**src/sv/sbd_pkg.sv**
```systemverilog
// Shared types and constants for the stripe breach detector.
package sbd_pkg;

    localparam int NUM_FACES   = 2;
    localparam int NUM_STRIPES = 16;
    localparam int SAMPLE_BITS = 12;
    localparam int FACE_BITS   = 1;
    localparam int STRIPE_BITS = 4;
    localparam int INDEX_BITS  = FACE_BITS + STRIPE_BITS;
    localparam int STORE_DEPTH = NUM_FACES * NUM_STRIPES;
    localparam int TIME_BITS   = 32;
    localparam int COUNT_BITS  = 6;
    localparam int THRESH_BITS = 12;

    localparam logic [THRESH_BITS-1:0] THRESH_RESET = THRESH_BITS'(500);
    localparam logic [COUNT_BITS-1:0]  COUNT_MAX    = {COUNT_BITS{1'b1}};

    // Item kinds carried on the input tuser.
    localparam logic OP_BASELINE = 1'b0;
    localparam logic OP_MEASURE  = 1'b1;

    localparam int IN_DATA_BITS  = 56;
    localparam int OUT_DATA_BITS = 48;

    typedef struct packed {
        logic                   op;
        logic [FACE_BITS-1:0]   face_index;
        logic [STRIPE_BITS-1:0] stripe_index;
        logic [SAMPLE_BITS-1:0] sample_value;
        logic [TIME_BITS-1:0]   time_ms;
        logic                   scan_last;
    } item_t;

    typedef struct packed {
        logic                   stripe_breached;
        logic                   new_breach;
        logic [TIME_BITS-1:0]   breach_time;
        logic [COUNT_BITS-1:0]  new_breach_count;
        logic                   log_request;
        logic                   scan_done;
    } result_t;

endpackage

```
**src/sv/stripe_breach_detector.sv**
```systemverilog
// Top level of the stripe breach detector.
//
// Samples arrive on the s_axis channel, one beat per stripe reading; tuser says
// whether the beat is a baseline or a measurement, tlast marks the end of a scan.
// Each input beat gives exactly one result beat on m_axis, with tlast echoing the
// end of the scan. The breach threshold is written on the cfg channel, which is
// always ready; the user must write it only while no beat is in flight, as the
// block itself does not enforce this. A beat accepted into the input register is
// evaluated from there, loads into the result register and is shown on m_axis
// from then on. One beat per cycle is taken and delivered in steady state while
// the receiver keeps up; the per-stripe stores are flip-flops read and updated
// in the evaluation cycle, so consecutive beats on the same stripe see each
// other. Reset clears all baselines, breach flags, the scan count and the valid
// bits of both pipeline registers, and loads the threshold with 500. When the
// receiver stalls, the result register holds its beat, the input register
// fills, and s_axis_tready falls until the result is taken.
module stripe_breach_detector
    import sbd_pkg::*;
(
    input  logic                     clk,
    input  logic                     rst_n,
    input  logic                     s_axis_tvalid,
    output logic                     s_axis_tready,
    // face_index[0], stripe_index[4:1], sample_value[16:5], time_ms[48:17], zero pad
    input  logic [IN_DATA_BITS-1:0]  s_axis_tdata,
    // op
    input  logic                     s_axis_tuser,
    input  logic                     s_axis_tlast,
    output logic                     m_axis_tvalid,
    input  logic                     m_axis_tready,
    // stripe_breached[0], new_breach[1], breach_time[33:2], new_breach_count[39:34],
    // log_request[40], zero pad
    output logic [OUT_DATA_BITS-1:0] m_axis_tdata,
    output logic                     m_axis_tlast,
    input  logic                     cfg_valid,
    output logic                     cfg_ready,
    input  logic [THRESH_BITS-1:0]   cfg_data
);

    item_t   in_item;
    item_t   item;
    logic    item_valid;
    logic    advance;
    logic    commit;
    result_t result_in;
    result_t result;

    // Unpack the input beat.
    always_comb
    begin
        in_item.op           = s_axis_tuser;
        in_item.face_index   = s_axis_tdata[0];
        in_item.stripe_index = s_axis_tdata[4:1];
        in_item.sample_value = s_axis_tdata[16:5];
        in_item.time_ms      = s_axis_tdata[48:17];
        in_item.scan_last    = s_axis_tlast;
    end

    assign cfg_ready = 1'b1;
    assign commit    = item_valid && advance;

    sbd_in_reg u_in_reg (
        .clk        (clk),
        .rst_n      (rst_n),
        .in_valid   (s_axis_tvalid),
        .in_ready   (s_axis_tready),
        .in_item    (in_item),
        .advance    (advance),
        .item_valid (item_valid),
        .item       (item)
    );

    sbd_stripe_eval u_eval (
        .clk             (clk),
        .rst_n           (rst_n),
        .cfg_write       (cfg_valid && cfg_ready),
        .cfg_value       (cfg_data),
        .commit          (commit),
        .item            (item),
        .stripe_breached (result_in.stripe_breached),
        .new_breach      (result_in.new_breach),
        .breach_time     (result_in.breach_time)
    );

    sbd_scan_count u_scan (
        .clk              (clk),
        .rst_n            (rst_n),
        .commit           (commit),
        .new_breach       (result_in.new_breach),
        .scan_last        (item.scan_last),
        .new_breach_count (result_in.new_breach_count),
        .log_request      (result_in.log_request)
    );

    assign result_in.scan_done = item.scan_last;

    sbd_out_reg u_out_reg (
        .clk       (clk),
        .rst_n     (rst_n),
        .load      (item_valid),
        .result_in (result_in),
        .advance   (advance),
        .out_valid (m_axis_tvalid),
        .out_ready (m_axis_tready),
        .result    (result)
    );

    // Pack the result beat.
    assign m_axis_tdata = {7'b0, result.log_request, result.new_breach_count,
                           result.breach_time, result.new_breach, result.stripe_breached};
    assign m_axis_tlast = result.scan_done;

endmodule

```
**src/sv/sbd_in_reg.sv**
```systemverilog
// Input register: captures one accepted beat and holds it until evaluation takes it.
module sbd_in_reg
    import sbd_pkg::*;
(
    input  logic  clk,
    input  logic  rst_n,
    input  logic  in_valid,
    output logic  in_ready,
    input  item_t in_item,
    input  logic  advance,
    output logic  item_valid,
    output item_t item
);

    logic  valid_reg;
    logic  valid_next;
    item_t item_reg;

    // The register frees up whenever its content moves on in the same cycle.
    assign in_ready   = !valid_reg || advance;
    assign valid_next = (in_valid && in_ready) ? 1'b1 : (advance ? 1'b0 : valid_reg);

    always_ff @(posedge clk or negedge rst_n)
    begin
        if (!rst_n)
        begin
            valid_reg <= 1'b0;
        end
        else
        begin
            valid_reg <= valid_next;
        end
    end

    // Payload needs no reset.
    always_ff @(posedge clk)
    begin
        if (in_valid && in_ready)
        begin
            item_reg <= in_item;
        end
    end

    assign item_valid = valid_reg;
    assign item       = item_reg;

endmodule

```
**src/sv/sbd_stripe_eval.sv**
```systemverilog
// Per-stripe stores, threshold register and the deviation check for one item.
module sbd_stripe_eval
    import sbd_pkg::*;
(
    input  logic                   clk,
    input  logic                   rst_n,
    input  logic                   cfg_write,
    input  logic [THRESH_BITS-1:0] cfg_value,
    input  logic                   commit,
    input  item_t                  item,
    output logic                   stripe_breached,
    output logic                   new_breach,
    output logic [TIME_BITS-1:0]   breach_time
);

    logic [THRESH_BITS-1:0] thresh_reg;
    logic [SAMPLE_BITS-1:0] baseline_reg [STORE_DEPTH];
    logic [STORE_DEPTH-1:0] flags_reg;
    logic [TIME_BITS-1:0]   times_reg [STORE_DEPTH];

    logic [INDEX_BITS-1:0]  idx;
    logic [SAMPLE_BITS-1:0] base;
    logic [SAMPLE_BITS-1:0] dev;
    logic                   over;
    logic                   flag_old;
    logic                   is_measure;

    // Threshold register, to be written only while the block is idle; not enforced.
    always_ff @(posedge clk or negedge rst_n)
    begin
        if (!rst_n)
        begin
            thresh_reg <= THRESH_RESET;
        end
        else if (cfg_write)
        begin
            thresh_reg <= cfg_value;
        end
    end

    // Absolute deviation from the stripe's baseline and the threshold compare.
    always_comb
    begin
        idx        = {item.face_index, item.stripe_index};
        base       = baseline_reg[idx];
        dev        = (item.sample_value >= base) ? (item.sample_value - base)
                                                 : (base - item.sample_value);
        over       = dev > thresh_reg;
        flag_old   = flags_reg[idx];
        is_measure = item.op == OP_MEASURE;
    end

    assign stripe_breached = is_measure && over;
    assign new_breach      = is_measure && over && !flag_old;
    // A stored time is only meaningful while its flag is set.
    assign breach_time     = !(is_measure && over) ? '0
                             : (flag_old ? times_reg[idx] : item.time_ms);

    // Baselines and breach flags, cleared at reset.
    always_ff @(posedge clk or negedge rst_n)
    begin
        if (!rst_n)
        begin
            for (int i = 0; i < STORE_DEPTH; i++)
            begin
                baseline_reg[i] <= '0;
            end
            flags_reg <= '0;
        end
        else if (commit)
        begin
            if (is_measure)
            begin
                flags_reg[idx] <= over;
            end
            else
            begin
                baseline_reg[idx] <= item.sample_value;
            end
        end
    end

    // Breach start times, stamped when a breach begins.
    always_ff @(posedge clk)
    begin
        if (commit && new_breach)
        begin
            times_reg[idx] <= item.time_ms;
        end
    end

endmodule

```
**src/sv/sbd_scan_count.sv**
```systemverilog
// Scan-wide count of new breaches and the log request at the end of a scan.
module sbd_scan_count
    import sbd_pkg::*;
(
    input  logic                  clk,
    input  logic                  rst_n,
    input  logic                  commit,
    input  logic                  new_breach,
    input  logic                  scan_last,
    output logic [COUNT_BITS-1:0] new_breach_count,
    output logic                  log_request
);

    logic [COUNT_BITS-1:0] count_reg;
    logic [COUNT_BITS-1:0] count_next;
    logic [COUNT_BITS-1:0] count_now;

    // The count including this beat saturates; the end of a scan clears it.
    always_comb
    begin
        count_now  = (new_breach && count_reg != COUNT_MAX) ? count_reg + 1'b1 : count_reg;
        count_next = scan_last ? '0 : count_now;
    end

    always_ff @(posedge clk or negedge rst_n)
    begin
        if (!rst_n)
        begin
            count_reg <= '0;
        end
        else if (commit)
        begin
            count_reg <= count_next;
        end
    end

    assign new_breach_count = count_now;
    assign log_request      = scan_last && (count_now != '0);

endmodule

```
**src/sv/sbd_out_reg.sv**
```systemverilog
// Result register that holds a finished beat until the receiver takes it.
module sbd_out_reg
    import sbd_pkg::*;
(
    input  logic    clk,
    input  logic    rst_n,
    input  logic    load,
    input  result_t result_in,
    output logic    advance,
    output logic    out_valid,
    input  logic    out_ready,
    output result_t result
);

    logic    valid_reg;
    result_t result_reg;

    // A new result may enter whenever the register is empty or being emptied.
    assign advance = !valid_reg || out_ready;

    always_ff @(posedge clk or negedge rst_n)
    begin
        if (!rst_n)
        begin
            valid_reg <= 1'b0;
        end
        else if (advance)
        begin
            valid_reg <= load;
        end
    end

    always_ff @(posedge clk)
    begin
        if (advance && load)
        begin
            result_reg <= result_in;
        end
    end

    assign out_valid = valid_reg;
    assign result    = result_reg;

endmodule
```
**config.mk**
```make
export PLATFORM = sky130hd
export DESIGN_NAME = stripe_breach_detector
export DESIGN_NICKNAME = d
export VERILOG_FILES = /design/src/sv/sbd_pkg.sv /design/src/sv/stripe_breach_detector.sv /design/src/sv/sbd_in_reg.sv /design/src/sv/sbd_stripe_eval.sv /design/src/sv/sbd_scan_count.sv /design/src/sv/sbd_out_reg.sv
export SDC_FILE = /design/constraint.sdc
export NUM_CORES = 2
export LEC_CHECK = 0
export ABC_CLOCK_PERIOD_IN_PS = 8900
export BUFFER_PORTS_ARGS = -buffer_cell sky130_fd_sc_hd__clkbuf_2
export CAP_MARGIN = 20
export CORE_AREA = 2 2 365 439
export CTS_CLUSTER_SIZE = 16
export DETAILED_ROUTE_END_ITERATION = 8
export DIE_AREA = 0 0 367 441
export REMOVE_ABC_BUFFERS = 1
export SYNTH_ARGS = -nofsm -noshare
export SYNTH_HDL_FRONTEND = slang
export SYNTH_HIERARCHICAL = 1
export SYNTH_SLANG_ARGS = --single-unit
```
**constraint.sdc**
```tcl
create_clock -name clk -period 8.9 [get_ports clk]
set_input_delay 1.78 -clock clk [delete_from_list [all_inputs] [get_ports clk]]
set_output_delay 1.78 -clock clk [all_outputs]
set_load 0.01 [all_outputs]
```
# ---- After elaboration in Yosys (flattened, before gate mapping)
# Memories as Yosys holds them, arrays and structs flattened. A register that Yosys moved wholly into a read port is not among the register bits.
# Index checks and enable logic that the tools add are counted.
dict set report word_totals {
  inputBits 75
  wordCells 98
  ramBits 1024
  regBits 497
  n_memories 1
}
dict set report classes {
  addsub 3
  muxes 18
  eq_ne 1
  n_bitwise 2
  n_lt_le_gt_ge 6
  reduce_logical 19
}
# memory words width read_ports rd_ports_with_merged_regs wr line_no
set memory_table {}
lappend memory_table {u_eval.times_reg 32 32 1 1 1 sbd_stripe_eval.sv:19} ;# logic [TIME_BITS-1:0] times_reg [STORE_DEPTH];
# cell n
set ops {}
lappend ops {{$bwmux 384} 1}
lappend ops {{$bmux 12 s5} 1}
lappend ops {{$demux 12 s5} 1}
lappend ops {{$mux 12} 4}
lappend ops {{$bwmux 32} 1}
lappend ops {{$sub 12x12->12} 2}
lappend ops {{$ge 12x12->1} 1}
lappend ops {{$gt 12x12->1} 1}
lappend ops {{$mux 6} 2}
lappend ops {{$logic_and 1x1->1} 9}
lappend ops {{$add 6x1->6 const B} 1}
lappend ops {{$ge 6x6->1 const B} 1}
lappend ops {{$lt 5x6->1 const B} 1}
lappend ops {{$lt 6x1->1 const B} 1}
lappend ops {{$mux 1} 6}
lappend ops {{$ne 6x6->1 const B} 1}
lappend ops {{$not 5->6} 1}
lappend ops {{$reduce_bool 6->1} 1}
lappend ops {{$bmux 1 s5} 1}
lappend ops {{$demux 1 s5} 1}
lappend ops {{$ge 5x1->1 const B} 1}
lappend ops {{$logic_not 1->1} 4}
lappend ops {{$reduce_and 2->1} 2}
lappend ops {{$logic_or 1x1->1} 2}
lappend ops {{2 further kinds} 2}

# ---- Depth between registers and ports, before layout
dict set report depth {
  depth_word 13
  mapped_depth 31
  mapped_depth_nobuf 25
}

# ---- Hierarchy
# The synthesis kept the hierarchy.
# mod cells_per_inst instances area_each_um2
set modules_own_cells {}
lappend modules_own_cells {sbd_stripe_eval 3381 1 59076.7}
lappend modules_own_cells {sbd_in_reg 55 1 1585.3}
lappend modules_own_cells {sbd_out_reg 46 1 1315.0}
lappend modules_own_cells {sbd_scan_count 61 1 525.5}
lappend modules_own_cells {stripe_breach_detector 11 1 73.8}

# ---- Least setup slack after synthesis
# OpenSTA, ideal clock, no wires.
dict set report synth_path {
  path_type {register -> register}
  startpoint {reg u_in_reg.item_reg, in the netlist u_in_reg/item[45]}
  endpoint {mem u_eval.times_reg[15][0], enable pin}
  required_time_ps 8439
  path_stages_with_launch 24
  path_buffers 6
  path_slack_ps 1089
  setup_ps 461
  period_less_slack_ps 7811
  t_arrival_ps 7350
  path_cell_list {edfxtp_1 -> buf_6 -> buf_6 -> buf_2 -> mux4_2 -> a22o_1 -> nor4_4 -> inv_2 -> ha_1 -> clkbuf_1 -> nand4_1 -> a31oi_1 -> o2111ai_1 -> a21oi_1 -> buf_2 -> mux2i_1 -> xnor2_1 -> ha_1 -> nand3_1 -> or3_1 -> a21oi_1 -> o2111ai_4 -> buf_6 -> nor3_1}
}
dict set report synth_between {
  elab_chain_len 12
  elab_cells_between_ends 17
  cone_classes {add/sub: 2; order compare: 2; mux: 8; bitwise: 1; reduce/logical: 4}
}
# element line_no
set synth_lines {}
lappend synth_lines {{start: declaration} sbd_in_reg.sv:17} ;# item_t item_reg;
lappend synth_lines {{start signal: assignment} sbd_in_reg.sv:40} ;# item_reg <= in_item;
lappend synth_lines {{$not 5->6 (not written as such)} sbd_stripe_eval.sv:45} ;# base = baseline_reg[idx];
lappend synth_lines {{$bmux 12 s5} sbd_stripe_eval.sv:45}
lappend synth_lines {{$mux 12 (not written as such) (2 in a row)} sbd_stripe_eval.sv:45}
lappend synth_lines {{$sub 12x12->12, or another cell as far along} sbd_stripe_eval.sv:47} ;# : (base - item.sample_value);
lappend synth_lines {{$mux 12} sbd_stripe_eval.sv:46} ;# dev = (item.sample_value >= base) ? (item.sample_value - base)
lappend synth_lines {{$gt 12x12->1} sbd_stripe_eval.sv:48} ;# over = dev > thresh_reg;
lappend synth_lines {{$logic_and 1x1->1 (2 in a row)} sbd_stripe_eval.sv:54} ;# assign new_breach = is_measure && over && !flag_old;
lappend synth_lines {{$logic_and 1x1->1} sbd_stripe_eval.sv:86} ;# if (commit && new_breach)
lappend synth_lines {{$mux 1} sbd_stripe_eval.sv:86}
lappend synth_lines {{$mux 1 (not written as such)} sbd_stripe_eval.sv:88} ;# times_reg[idx] <= item.time_ms;
lappend synth_lines {{end: declaration} sbd_stripe_eval.sv:19}
# Several ways; a longest one is shown, not always the timed one. The select of a mux whose other input is x is not followed.

==> metrics.yaml <==
worst_hold_path:
  holdPathStages: 2
  hold_path.class: "flip-flop to flip-flop"
pwr:
  p_per_area_nw_per_um2: 234
  p_int_uw: 12500
  p_comb_share_pct: 9.8
  power.switching_uw: 4100
  p_seq_share_pct: 50.6
  irDropWorstVdd_mv: 0.222
  power_uw: 16600
  netSwitchingFraction_pct: 24.7
  p_leak_uw: 0.0253
  clock_power_share_pct: 39.6
timing:
  fmax_mhz: 134
  relSlewSlack_pct: 26.3
  rsz0062_at_grt: "no"
  setup_viol: 0
  fin_skew_ns: 0.0775
  fin_crit_ns: 7.48
  fin_setup_tns_ns: 0
  finalHoldViolCount: 0
  drv_slew: 0
  tightest_slew_ns: 1.10
  period_share_pct: 84.0
clocking:
  cts_buffers: 160
  ctsHtreeMaxLevel: 4
  cts_tree: "done"
  root_buffer: "clkbuf_16"
  cts_hold_buffers: 0
  path_clk_slew_ns: 0.06
  cts.sinks: 1553
  clockBufferDepth: 3
  clk_latency_ns: 0.83
  cts_setup_buffers: 0
  cts_resized: 0
synth:
  synthCells: 3554
  netlist_area_um2: 62600
  async_flop_share_pct: 28.1
  avgSynthCellArea_um2: 17.6
  synth-main-ff-cell: "edfxtp_1"
  synth_edf_count: 1117
  ys_ff_latch: 1553
  yosysWarnings: 6
  synth.distinct_cells: 69
  seq_area_frac_synth_pct: 71.0
floorplan:
  initial_core_util_pct: 39.7
  ioPinCount: 127
  dieHeight_um: 441
  num_rows: 160
  die-area_um2: 162000
  fp.dieW_um: 367
  fp.coreArea_um2: 158000
place:
  port_buffers: 111
  place_hpwl_um: 93100
  gp_congestion: 0.821
detailed_routing:
  routed_wl_um: 164000
  drc_errors: 0
  ant_nets: 0
  drt_iter0_drc: 3118
  routedWlPerCell_um: 27.6
  vias_per_cell: 5.64
  num_vias: 33500
  first_pass_iters: 5
global_route:
  grt-ovfl-total: 0
  grt_pass1_wl_um: 237000
  grt.total_usage_pct: 20.3
  grt_pass1_vias: 34200
  grt_max_degree: 139
  antenna_found_initial: 7
worst_setup_path:
  worst_path_most_repeated_cell: "a21oi_1"
  crit_slowest_cell: "mux4_2"
  worstPathArrival_ns: 8.02
  r2r_cells: 25
  slowest_delay_ns: 0.62
  crit_type: "flip-flop to flip-flop"
  worstPathRequired_ns: 9.44
  end_kind: "flip-flop"
  crit_fanout: 73
  r2r_slack_ns: 1.42
  cp-start-kind: "flip-flop"
final_layout:
  nNetsFinal: 3813
  antenna_cells: 0
  final_cell_mix: "1117 x edfxtp_1, 430 x dfrtp_1, 360 x mux4_2"
  area_growth_pct: 13.4
  final_common_cell: "edfxtp_1"
  largest_reg_flops: 1024
  layout-drive-gt1-share_pct: 27.0
flow_run:
  maxCapViolations: 0
status:
  outcome: "finished clean"
-- metal layers --
| layer | vias to the layer above | track usage (%) | wire length, um | part of all wire (%) |
|---|---|---|---|---|
| met5 | - | 0 | 21 | 0.013 |
| met4 | 4 | 6.48 | 4800 | 2.9 |
| met3 | 288 | 3.86 | 10900 | 6.6 |
| met1 | 17800 | 26.7 | 66500 | 41 |
| li1 | 14300 | - | - | - |
| met2 | 1160 | 34.0 | 81500 | 50 |
-- power by group through the flow --
| stage | Clock, uW | Combinational (uW) | Sequential (uW) |
|---|---|---|---|
| after floorplan | 0 | 1150 | 8540 |
| after global placement | 0 | 1610 | 8520 |
| after detailed placement | 0 | 1630 | 8540 |
| after CTS | 6700 | 1630 | 8400 |
| after global routing | 6970 | 1780 | 8440 |
| final | 6560 | 1630 | 8390 |
-- Yosys cell counts, types with 4 or more instances --
| cell type | n | area, um2 |
|---|---|---|
| edfxtp_1 | 1117 | 33500 |
| dfrtp_1 | 430 | 10800 |
| mux4_2 | 360 | 8110 |
| nand2_1 | 318 | 1190 |
| o21ai_0 | 309 | 1550 |
| clkbuf_1 | 145 | 544 |
| o22ai_1 | 128 | 801 |
| mux2_2 | 124 | 1400 |
| nor2_1 | 66 | 248 |
| buf_4 | 50 | 375 |
| a22o_1 | 46 | 403 |
| buf_2 | 43 | 215 |
| mux2i_1 | 43 | 430 |
| ha_1 | 36 | 450 |
| nor3_1 | 34 | 170 |
| inv_1 | 32 | 120 |
| nor4_1 | 32 | 200 |
| o31ai_1 | 32 | 240 |
| a21oi_1 | 31 | 155 |
| o21ai_1 | 19 | 95.1 |
| buf_6 | 16 | 180 |
| inv_2 | 12 | 45.0 |
| nor4_4 | 12 | 255 |
| nand3_1 | 11 | 55.1 |
| a21o_1 | 7 | 52.6 |
| nand2b_1 | 7 | 43.8 |
| xnor2_1 | 7 | 61.3 |
| dfstp_2 | 6 | 158 |
| nand4_1 | 5 | 31.3 |
| o21a_1 | 5 | 37.5 |
| nor2b_1 | 4 | 25.0 |
| o22ai_2 | 4 | 50.1 |
| xor2_1 | 4 | 35.0 |
-- worst paths after layout --
check	startpoint	endpoint
max in group asynchronous	rst_n	u_eval/baseline_reg[152]
min in group asynchronous	rst_n	u_eval/thresh_reg[0]
hold reg to reg	u_eval/baseline_reg[253]	u_eval/baseline_reg[253]
setup / recovery	u_in_reg/item[45]	u_out_reg/result[1]
setup reg to reg	u_in_reg/item[45]	u_out_reg/result[1]
hold / removal	u_eval/baseline_reg[253]	u_eval/baseline_reg[253]
-- cell type report --
type	instances	area (um2)
Tap cell	2106	2640
Clock buffer	217	4320
Multi-Input combinational cell	1708	16900
Fill cell	13700	86800
Clock inverter	76	861
Sequential cell	1553	44500
Inverter	45	183
Timing Repair Buffer	232	1650
-- critical path, delay by kind of cell, from the launching register on --
kind,cells,cell delay (ns)
buf+inv,5,1.50
fa+ha+maj,2,0.76
simple gates,3,0.65
compound gates,11,2.28
xor+xnor,1,0.30
mux,3,1.10
flops,1,0.44
-- metrics by stage --
step           worst slack (ns)  instance area [um2]  util (%)  hold slack (ns)  cells
2_1_floorplan            -12.60                61300         -            0.445   3306
3_3_place_gp               1.52                65700      41.6            0.456   5640
3_5_place_dp               1.46                65700      41.6            0.466   5640
4_1_cts                    1.43                70900      44.9            0.479   5933
5_1_grt                   0.979                71000      45.0            0.496   5937
6_report                   1.42                71000      45.0            0.473   5937
-- logic make-up (layout without fill, tap and decap cells) --
group / count (synthesis) / after routing / synth area share (%)
flops: 1553 / 1553 / 71.0
simple gates: 521 / 521 / 3.99
buf+inv: 299 / 570 / 2.39
other cells: 2 / 8 / 0.0120
fa+ha+maj: 38 / 38 / 0.784
xor+xnor: 11 / 11 / 0.154
mux: 528 / 528 / 15.9
compound gates: 602 / 602 / 5.72
No activity file was read; power rests on OpenSTA's default activity.
